File: src/design/umcd_pkg.sv
package umcd_pkg;

  // command codes reported with each finished line
  typedef enum logic [2:0] {
    CMD_UNKNOWN = 3'd0,
    CMD_FORWARD = 3'd1,
    CMD_BACK    = 3'd2,
    CMD_RIGHT   = 3'd3,
    CMD_LEFT    = 3'd4,
    CMD_STOP    = 3'd5,
    CMD_SPEED   = 3'd6
  } cmd_t;

  // number parser phase
  typedef enum logic [2:0] {
    PH_SKIP   = 3'b001,
    PH_DIGITS = 3'b010,
    PH_DONE   = 3'b100
  } phase_t;

  localparam int unsigned HEAD_COUNT    = 5;
  localparam int unsigned NUMBER_START  = 3;
  localparam int unsigned CHAR_W        = 8;
  localparam int unsigned SPEED_W       = 10;
  localparam int unsigned ACC_W         = 14;
  localparam int unsigned DUTY_W        = 18;
  localparam int unsigned SPEED_MAX     = 999;
  localparam int unsigned DUTY_FULL     = 20000;
  localparam int unsigned PERCENT_SCALE = 100;
  localparam int unsigned DUTY_SCALE    = DUTY_FULL / PERCENT_SCALE;

  localparam logic [CHAR_W-1:0] NEWLINE_CODE = 8'd10;
  localparam logic [CHAR_W-1:0] SPACE_CODE   = 8'd32;
  localparam logic [CHAR_W-1:0] TAB_CODE     = 8'd9;
  localparam logic [CHAR_W-1:0] CR_CODE      = 8'd13;
  localparam logic [CHAR_W-1:0] DIGIT_ZERO   = 8'd48;
  localparam logic [CHAR_W-1:0] DIGIT_NINE   = 8'd57;

  // pin level patterns: bit0 a_fwd, bit1 a_rev, bit2 b_fwd, bit3 b_rev
  localparam logic [3:0] PINS_FORWARD = 4'b0101;
  localparam logic [3:0] PINS_BACK    = 4'b1010;
  localparam logic [3:0] PINS_OFF     = 4'b0000;

endpackage

File: src/design/uart_motor_command_decoder_top.sv
// Motor command line decoder. Each accepted in_rx_byte is one received UART character; a
// newline (10) closes the line and produces exactly one result transfer, any other byte
// produces none. The first five characters of a line are matched against ileri, geri, sag,
// sol, dur and hiz (first match wins; anything else reports command 0 and changes nothing).
// For hiz, a decimal number starting at character 3 (leading whitespace skipped, saturating
// at 999, a sign or other leading character giving 0) sets both duties to n*200. sag and
// sol halve duty one or duty two. Characters from position LINE_LENGTH-1 on are dropped
// until the newline. Each byte passes through the input register and is then decoded into
// the state and result registers. One byte is taken per cycle; the only backpressure comes
// from a newline meeting a result that is still stalled on the output, which holds the
// input register until that result transfers.
module uart_motor_command_decoder_top #(
  parameter int unsigned LINE_LENGTH = 128
) (
  input  logic                        clk,
  input  logic                        rst_n,
  // input channel
  input  logic                        in_valid,
  output logic                        in_stall,
  input  logic [umcd_pkg::CHAR_W-1:0] in_rx_byte,
  // result channel
  output logic                        out_valid,
  input  logic                        out_stall,
  output logic [2:0]                  out_command,
  output logic                        out_motor_a_fwd,
  output logic                        out_motor_a_rev,
  output logic                        out_motor_b_fwd,
  output logic                        out_motor_b_rev,
  output logic [umcd_pkg::DUTY_W-1:0] out_duty_a,
  output logic [umcd_pkg::DUTY_W-1:0] out_duty_b
);
  import umcd_pkg::*;

  localparam int unsigned POS_W = $clog2(LINE_LENGTH);
  localparam logic [POS_W-1:0] POS_LAST = POS_W'(LINE_LENGTH - 1);

  // input register
  logic              in_valid_r, in_valid_nxt;
  logic [CHAR_W-1:0] in_byte_r;

  // line state
  logic [POS_W-1:0]   pos_r, pos_nxt;
  logic [CHAR_W-1:0]  head_r [HEAD_COUNT];
  logic [CHAR_W-1:0]  head_nxt [HEAD_COUNT];
  logic [SPEED_W-1:0] speed_r, speed_nxt;
  phase_t             phase_r, phase_nxt;

  // motor state, also the result payload
  logic [3:0]        pins_r, pins_nxt;
  logic [DUTY_W-1:0] duty_one_r, duty_one_nxt;
  logic [DUTY_W-1:0] duty_two_r, duty_two_nxt;

  // result register
  logic out_valid_r, out_valid_nxt;
  cmd_t cmd_r, cmd_nxt;

  logic               in_take;
  logic               proc_go;
  logic               is_nl;
  logic               line_open;
  logic               is_digit;
  logic               is_blank;
  logic [ACC_W-1:0]   acc;
  logic [SPEED_W-1:0] acc_sat;
  logic [DUTY_W-1:0]  duty_speed;
  logic               m_ileri, m_geri, m_sag, m_sol, m_dur, m_hiz;

  // a newline needs the result register free or draining this cycle
  assign is_nl   = (in_byte_r == NEWLINE_CODE);
  assign proc_go = in_valid_r && (!is_nl || !out_valid_r || !out_stall);

  // input register moves on whenever it is empty or being consumed
  assign in_stall = in_valid_r && !proc_go;
  assign in_take  = in_valid && !in_stall;

  always_comb begin
    in_valid_nxt = in_valid_r;
    if (in_take) begin
      in_valid_nxt = 1'b1;
    end else if (proc_go) begin
      in_valid_nxt = 1'b0;
    end
  end

  // character classes
  assign is_digit  = (in_byte_r >= DIGIT_ZERO) && (in_byte_r <= DIGIT_NINE);
  assign is_blank  = (in_byte_r == SPACE_CODE) ||
                     ((in_byte_r >= TAB_CODE) && (in_byte_r <= CR_CODE));
  assign line_open = (pos_r < POS_LAST);

  // decimal accumulate with saturation, digit value is the low nibble
  assign acc     = ACC_W'(speed_r) * ACC_W'(10) + ACC_W'(in_byte_r[3:0]);
  assign acc_sat = (acc > ACC_W'(SPEED_MAX)) ? SPEED_W'(SPEED_MAX) : acc[SPEED_W-1:0];

  assign duty_speed = DUTY_W'(speed_r) * DUTY_W'(DUTY_SCALE);

  // prefix match; unreceived head characters are zero so short lines never match
  assign m_ileri = (head_r[0] == "i") && (head_r[1] == "l") && (head_r[2] == "e") &&
                   (head_r[3] == "r") && (head_r[4] == "i");
  assign m_geri  = (head_r[0] == "g") && (head_r[1] == "e") && (head_r[2] == "r") &&
                   (head_r[3] == "i");
  assign m_sag   = (head_r[0] == "s") && (head_r[1] == "a") && (head_r[2] == "g");
  assign m_sol   = (head_r[0] == "s") && (head_r[1] == "o") && (head_r[2] == "l");
  assign m_dur   = (head_r[0] == "d") && (head_r[1] == "u") && (head_r[2] == "r");
  assign m_hiz   = (head_r[0] == "h") && (head_r[1] == "i") && (head_r[2] == "z");

  always_comb begin
    pos_nxt      = pos_r;
    head_nxt     = head_r;
    speed_nxt    = speed_r;
    phase_nxt    = phase_r;
    pins_nxt     = pins_r;
    duty_one_nxt = duty_one_r;
    duty_two_nxt = duty_two_r;
    cmd_nxt      = cmd_r;

    if (proc_go && !is_nl) begin
      // ordinary character: store head, feed the number parser, advance
      if (line_open) begin
        for (int i = 0; i < HEAD_COUNT; i++) begin
          if (pos_r == POS_W'(i)) begin
            head_nxt[i] = in_byte_r;
          end
        end
        if (pos_r >= POS_W'(NUMBER_START)) begin
          case (phase_r)
            PH_SKIP: begin
              if (is_digit) begin
                speed_nxt = acc_sat;
                phase_nxt = PH_DIGITS;
              end else if (!is_blank) begin
                // sign or other leading character gives zero
                speed_nxt = '0;
                phase_nxt = PH_DONE;
              end
            end
            PH_DIGITS: begin
              if (is_digit) begin
                speed_nxt = acc_sat;
              end else begin
                phase_nxt = PH_DONE;
              end
            end
            PH_DONE: begin
              phase_nxt = PH_DONE;
            end
            default: begin
              phase_nxt = PH_DONE;
            end
          endcase
        end
        pos_nxt = pos_r + POS_W'(1);
      end
    end else if (proc_go) begin
      // newline: decode, update motor state, clear the line
      cmd_nxt = CMD_UNKNOWN;
      if (m_ileri) begin
        cmd_nxt  = CMD_FORWARD;
        pins_nxt = PINS_FORWARD;
      end else if (m_geri) begin
        cmd_nxt  = CMD_BACK;
        pins_nxt = PINS_BACK;
      end else if (m_sag) begin
        cmd_nxt      = CMD_RIGHT;
        pins_nxt     = PINS_FORWARD;
        duty_one_nxt = duty_one_r >> 1;
      end else if (m_sol) begin
        cmd_nxt      = CMD_LEFT;
        pins_nxt     = PINS_FORWARD;
        duty_two_nxt = duty_two_r >> 1;
      end else if (m_dur) begin
        cmd_nxt  = CMD_STOP;
        pins_nxt = PINS_OFF;
      end else if (m_hiz) begin
        cmd_nxt      = CMD_SPEED;
        duty_one_nxt = duty_speed;
        duty_two_nxt = duty_speed;
      end
      pos_nxt   = '0;
      speed_nxt = '0;
      phase_nxt = PH_SKIP;
      for (int i = 0; i < HEAD_COUNT; i++) begin
        head_nxt[i] = '0;
      end
    end
  end

  // result register fills on a decoded newline, empties on an output transfer
  always_comb begin
    out_valid_nxt = out_valid_r && out_stall;
    if (proc_go && is_nl) begin
      out_valid_nxt = 1'b1;
    end
  end

  always_ff @(posedge clk) begin
    if (!rst_n) begin
      in_valid_r  <= 1'b0;
      out_valid_r <= 1'b0;
      pos_r       <= '0;
      speed_r     <= '0;
      phase_r     <= PH_SKIP;
      pins_r      <= PINS_OFF;
      duty_one_r  <= '0;
      duty_two_r  <= '0;
      cmd_r       <= CMD_UNKNOWN;
      for (int i = 0; i < HEAD_COUNT; i++) begin
        head_r[i] <= '0;
      end
    end else begin
      in_valid_r  <= in_valid_nxt;
      out_valid_r <= out_valid_nxt;
      pos_r       <= pos_nxt;
      speed_r     <= speed_nxt;
      phase_r     <= phase_nxt;
      pins_r      <= pins_nxt;
      duty_one_r  <= duty_one_nxt;
      duty_two_r  <= duty_two_nxt;
      cmd_r       <= cmd_nxt;
      head_r      <= head_nxt;
    end
  end

  // input byte register, payload only
  always_ff @(posedge clk) begin
    if (in_take) begin
      in_byte_r <= in_rx_byte;
    end
  end

  // motor state only changes on a newline, which waits for the result slot,
  // so it doubles as the result payload
  assign out_valid       = out_valid_r;
  assign out_command     = cmd_r;
  assign out_motor_a_fwd = pins_r[0];
  assign out_motor_a_rev = pins_r[1];
  assign out_motor_b_fwd = pins_r[2];
  assign out_motor_b_rev = pins_r[3];
  assign out_duty_a      = duty_one_r;
  assign out_duty_b      = duty_two_r;

  // a decoded newline always restarts the line
  a_line_restart: assert property (@(posedge clk) disable iff (!rst_n)
    (proc_go && is_nl) |=> (pos_r == '0) && (phase_r == PH_SKIP) && (speed_r == '0))
    else $error("line state not cleared after newline");

  // a new result only appears after a decoded newline
  a_result_source: assert property (@(posedge clk) disable iff (!rst_n)
    $rose(out_valid_r) |-> $past(proc_go && is_nl))
    else $error("result raised without a newline");

  // a speed result always carries equal duties
  a_speed_equal: assert property (@(posedge clk) disable iff (!rst_n)
    (out_valid_r && (cmd_r == CMD_SPEED)) |-> (duty_one_r == duty_two_r))
    else $error("speed result with unequal duties");

  // a waiting result is never overwritten by another newline
  a_no_overrun: assert property (@(posedge clk) disable iff (!rst_n)
    (out_valid_r && out_stall) |-> !(proc_go && is_nl))
    else $error("newline decoded over a stalled result");

endmodule
File: config.mk
export PLATFORM = sky130hd
export DESIGN_NAME = uart_motor_command_decoder_top
export DESIGN_NICKNAME = d
export VERILOG_FILES = /design/src/design/umcd_pkg.sv /design/src/design/uart_motor_command_decoder_top.sv
export SDC_FILE = /design/constraint.sdc
export NUM_CORES = 1
export LEC_CHECK = 0
export ABC_AREA = 0
export BUFFER_PORTS_ARGS = -buffer_cell sky130_fd_sc_hd__buf_2
export CORE_MARGIN = 2
export CORE_UTILIZATION = 38
export CTS_CLUSTER_DIAMETER = 60
export DETAILED_ROUTE_END_ITERATION = 8
export PLACE_DENSITY = 0.58
export SLEW_MARGIN = 10
export SYNTH_ARGS = -nofsm -noshare
export SYNTH_HDL_FRONTEND = slang
export SYNTH_SLANG_ARGS = --single-unit
export TNS_END_PERCENT = 20
File: constraint.sdc
create_clock -name clk -period 4.2 [get_ports clk]
set_clock_uncertainty 0.05 [all_clocks]
set_input_delay 0.42 -clock clk [delete_from_list [all_inputs] [get_ports clk]]
set_output_delay 0.42 -clock clk [all_outputs]
set_load 0.03 [all_outputs]
; Word level (Yosys, flattened, before mapping)
; Cells that the tools add are included.
; Widths: inputs -> output; s select.
[word_totals]
reg_bits = 113
inputBits = 12
[op_classes]
addsub = 2
n_mul = 2
n_lt_le_gt_ge = 7
n_eq_ne = 41
muxes = 47
bitwise = 4
reduce_logical = 49
[op_table]
columns = cell, count
row1 = $eq 8x7->1 const B, 19
row2 = $mux 40, 3
row3 = $mux 18, 5
row4 = $mux 10, 8
row5 = $mux 8, 5
row6 = $mux 3, 13
row7 = $logic_and 1x1->1, 23
row8 = $mux 7, 3
row9 = $mux 4, 5
row10 = $pmux 10 s2, 1
row11 = $reduce_and 3->1, 6
row12 = $mul 10x5->15 const B, 1
row13 = $add 14x4->14, 1
row14 = $eq 7x2->1 const B, 2
row15 = $gt 14x10->1 const B, 1
row16 = $reduce_and 7->1, 2
row17 = $mul 10x3->13 const B, 1
row18 = $ne 2x1->1 const B, 6
row19 = $eq 8x4->1 const B, 1
row20 = $eq 8x6->1 const B, 1
row21 = $ge 8x4->1 const B, 1
row22 = $ge 8x6->1 const B, 1
row23 = $le 8x4->1 const B, 1
row24 = $le 8x6->1 const B, 1
row25 = other kinds (22), 41

; Logic depth before layout (Yosys ltp)
[logic_depth]
word_depth = 10
depth_mapped = 13
depth_no_buf = 13

; Worst setup path after synthesis
; No wires, ideal clock.
[synth_path]
path_kind = register to register
startpoint = register speed_r[3]
endpoint = register duty_one_r[16], in the netlist out_duty_a[16]
setup_ns = 0.086
arrival_ns = 3.149
path_slack_ns = 0.915
path_stages_with_launch = 13
n_path_buf = 0
cell_sequence = dfxtp_1 > ha_1 > ha_1 > inv_1 > fa_1 > inv_1 > ha_1 > a211o_1 > a2111oi_0 > nor2_1 > o211ai_1 > mux2i_1 > a211oi_1
[synth_via]
elab_chain_cells = 5
[synth_rtl]
columns = item, line
row1 = start: declaration, uart_motor_command_decoder_top.sv:45  ; logic [SPEED_W-1:0] speed_r, speed_nxt;
row2 = start signal: assignment, uart_motor_command_decoder_top.sv:214  ; speed_r <= speed_nxt;
row3 = $mul 10x5->15, uart_motor_command_decoder_top.sv:95  ; assign duty_speed = DUTY_W'(speed_r) * DUTY_W'(DUTY_SCALE);
row4 = $mux 18, uart_motor_command_decoder_top.sv:174  ; end else if (m_hiz) begin
row5 = $mux 18, uart_motor_command_decoder_top.sv:171  ; end else if (m_dur) begin
row6 = $mux 18, uart_motor_command_decoder_top.sv:167  ; end else if (m_sol) begin
row7 = $mux 18, uart_motor_command_decoder_top.sv:163  ; end else if (m_sag) begin
row8 = end signal: assignment, uart_motor_command_decoder_top.sv:217  ; duty_one_r <= duty_one_nxt;
row9 = end: declaration, uart_motor_command_decoder_top.sv:50  ; logic [DUTY_W-1:0] duty_one_r, duty_one_nxt;
; Every way passes these cells. The select of a mux whose other input is x is not followed.
; A chain may end at the register's enable or synchronous reset.

; Worst setup path after layout
[layout_path]
startpoint = register speed_r[3]
endpoint = register duty_two_r[16], in the netlist out_duty_b[16]
[layout_via]
elab_chain_cells = 4
[layout_rtl]
columns = item, line
row1 = $mul 10x5->15, uart_motor_command_decoder_top.sv:95
row2 = $mux 18, uart_motor_command_decoder_top.sv:174
row3 = $mux 18, uart_motor_command_decoder_top.sv:171
row4 = $mux 18, uart_motor_command_decoder_top.sv:167
row5 = end signal: assignment, uart_motor_command_decoder_top.sv:218  ; duty_two_r <= duty_two_nxt;
row6 = end: declaration, uart_motor_command_decoder_top.sv:51  ; logic [DUTY_W-1:0] duty_two_r, duty_two_nxt;
; Every way passes these cells. The select of a mux whose other input is x is not followed.

==> run summary <==
status - completed
nets - 860
GP Congestion - 0.845
DRT iter0 DRCs - 267
Post-Syn Area per Cell - 8.95 µm²
Placeable Area - 17100 µm²
max incr delay on CP - 500 ps
layout cells sized above 1 - 12.8%
Tot GR Track Use - 17.3%
Worst Hold Class - in -> reg
DP Wirelength - 11.7 mm
Top FF cell, synth - dfxtp_1
Die Height - 136 µm
worst-path fanout max - 6
deepest clock path buffer count - 2
global route overflow - 0
Clock Latency Late Sink - 360 ps
slew margin rel. - 46.2%
Slowest-stage cell, CP - fa_1
CP Capture Type - flop
EDFF count, synth - 8
n_diodes - 0
Unique masters post-synth - 70
IO buf count - 56
first-pass GRT wire length - 25.4 mm
Min Clock Period, post-route - 3560 ps
placed cell area - 7080 µm²
DRT Pass-1 Iters - 4
final period utilization - 84.8%
most common cell after layout, fill and taps aside - nor2_1
Final ANT Viol Nets - 0
H-Tree Level Count - 3
die width - 136 µm
WL final - 15.4 mm
Design Power - 2.12 mW
largest net degree at the start of global routing - 47
final hold vios - 0
Layout area overhead - 12.2%
VDD IR max - 266 µV
cts hold-fix bufs - 0
die area - 18400 µm²
Cells after Synth - 737
# resized after CTS - 0
fraction of registers with async set/reset - 0%
synthesized area - 6600 µm²
Finished Cell Area - 7400 µm²
drt drc - 0
initial core utilization - 38.5%
CTS sink cnt - 111
P per Cell Area - 287 nW/µm²
row count - 48
Critical path buffers and inverters - 2
worst slew pin tran - 805 ps
antenna violations before repair - 0
total number of vias - 5335
Crit path arrival time - 3790 ps
worst slack at placement - 661 ps
CP cell instances - ha_1 > ha_1 > inv_1 > fa_1 > inv_1 > ha_1 > a211o_1 > a2111oi_0 > nor2_1 > o211ai_1 > mux2i_1 > a211oi_1
Mapped Nets - 814
Synth Register Bits - 111
Critical Path RT - 4430 ps
setup bufs post-CTS - 0
vias in the first global route - 5148
Fmax achieved - 281 MHz
number of CTS-inserted buffers - 9
Clock transition at path regs - 80 ps
Yosys warnings - 0
final setup vio count - 0
setup_tns - 0 ps
cell family with most CP delay - adder cells
max-slew violation count - 0
I/O pin cnt - 57
CTS tree - yes
Root Driver - clkbuf_16
Setup crit start kind - flop
Avg Vias per Cell - 5.27
Setup CP Type - reg -> reg
final worst slack - 639 ps
Max-Cap Viols - 0
RSZ-0062 raised after global routing - false
Routed wire per std cell - 15.2 µm
commonest non-fill, non-tap cells in the layout - 108 x nor2_1, 103 x dfxtp_1, 58 x ha_1, 57 x mux2i_1, 56 x buf_2
leakage - 3.30 nW
proportion of synthesized chip area in sequential cells - 34.9%
CP dominant cell by count - ha_1
[synth_stat cells, types with 7 or more instances]
cell | number | area, µm²
and2_1 | 12 | 75.1
nor3_1 | 28 | 140
a21o_1 | 9 | 67.6
nand2b_1 | 9 | 56.3
clkbuf_1 | 11 | 41.3
xor2_1 | 17 | 149
and3_1 | 9 | 56.3
nand2_1 | 34 | 128
dfxtp_1 | 103 | 2060
a211oi_1 | 24 | 180
inv_1 | 37 | 139
buf_2 | 11 | 55.1
nor4_1 | 11 | 68.8
ha_1 | 58 | 726
mux2i_1 | 57 | 571
o21ai_0 | 9 | 45.0
o21ai_1 | 7 | 35.0
nor2b_1 | 8 | 50.1
nor2_1 | 108 | 405
fa_1 | 7 | 140
a21oi_1 | 37 | 185
nand3_1 | 18 | 90.1
edfxtp_1 | 8 | 240
nand4_1 | 15 | 93.8
[logic make-up (layout without fill, tap and decap cells)]
logic type      Yosys count  after routing  synth area share (%)
compound gates          130            130                  13.8
mux                      60             60                  9.20
flops                   111            111                  34.9
buf+inv                  65            116                  4.14
xor+xnor                 22             22                  2.92
fa+ha+maj                65             65                  13.1
simple gates            284            284                  21.9
[registers in the layout, summed over array words and instances (netlist names)]
signal and flops:
pins_r 2, out_duty_b 18, out_valid 1, head_r 40
phase_r 3, out_command 3, pos_r 7, speed_r 10
in_byte_r 8, out_duty_a 18, in_valid_r 1
[final timing paths]
path / start / to / slack (ps) / cells past startpoint
worst max register to register: speed_r[3] / out_duty_b[16] / 640 / 12
worst min register to register: out_duty_b[0] / out_duty_b[0] / 400 / 2
worst min-delay path: in_rx_byte[5] / in_byte_r[5] / 180 / 1
worst max-delay path: speed_r[3] / out_duty_b[16] / 640 / 12
[stage by stage]
step           utilization [%]  hold slack, ps  std cells
2_1_floorplan                -             401        737
3_3_place_gp              41.4             394        997
3_5_place_dp              41.4             394        997
4_1_cts                   43.2             171       1013
5_1_grt                   43.2             163       1013
6_report                  43.2             180       1013
[where the power goes]
part / switching (mW) / total, mW / internal, mW
logic: 0.0600 / 0.0951 / 0.0350
registers: 0.0197 / 1.10 / 1.08
clock network: 0.435 / 0.929 / 0.494
total: 0.515 / 2.12 / 1.61
[routing by layer]
metal  part of all wire [%]  vias up  GRT usage, %  wire length [µm]
met1                     48     2506          22.3              7430
met3                    3.2       10          3.55               489
met2                     48       71          29.9              7320
li1                       -     2748             -                 -
met5                      0        -             0                 0
met4                   0.85        0          3.36               131
[area by class of cell]
cell class              count  area (µm²)
fillers                  1725        9720
multi-input cells         561        4030
flip-flops and latches    111        2300
repair buffers             63         333
well taps                 225         282
clock buffers              11         243
inverters                  37         139
clock inverters             5        75.1
Power figures use the tool's default switching activity.
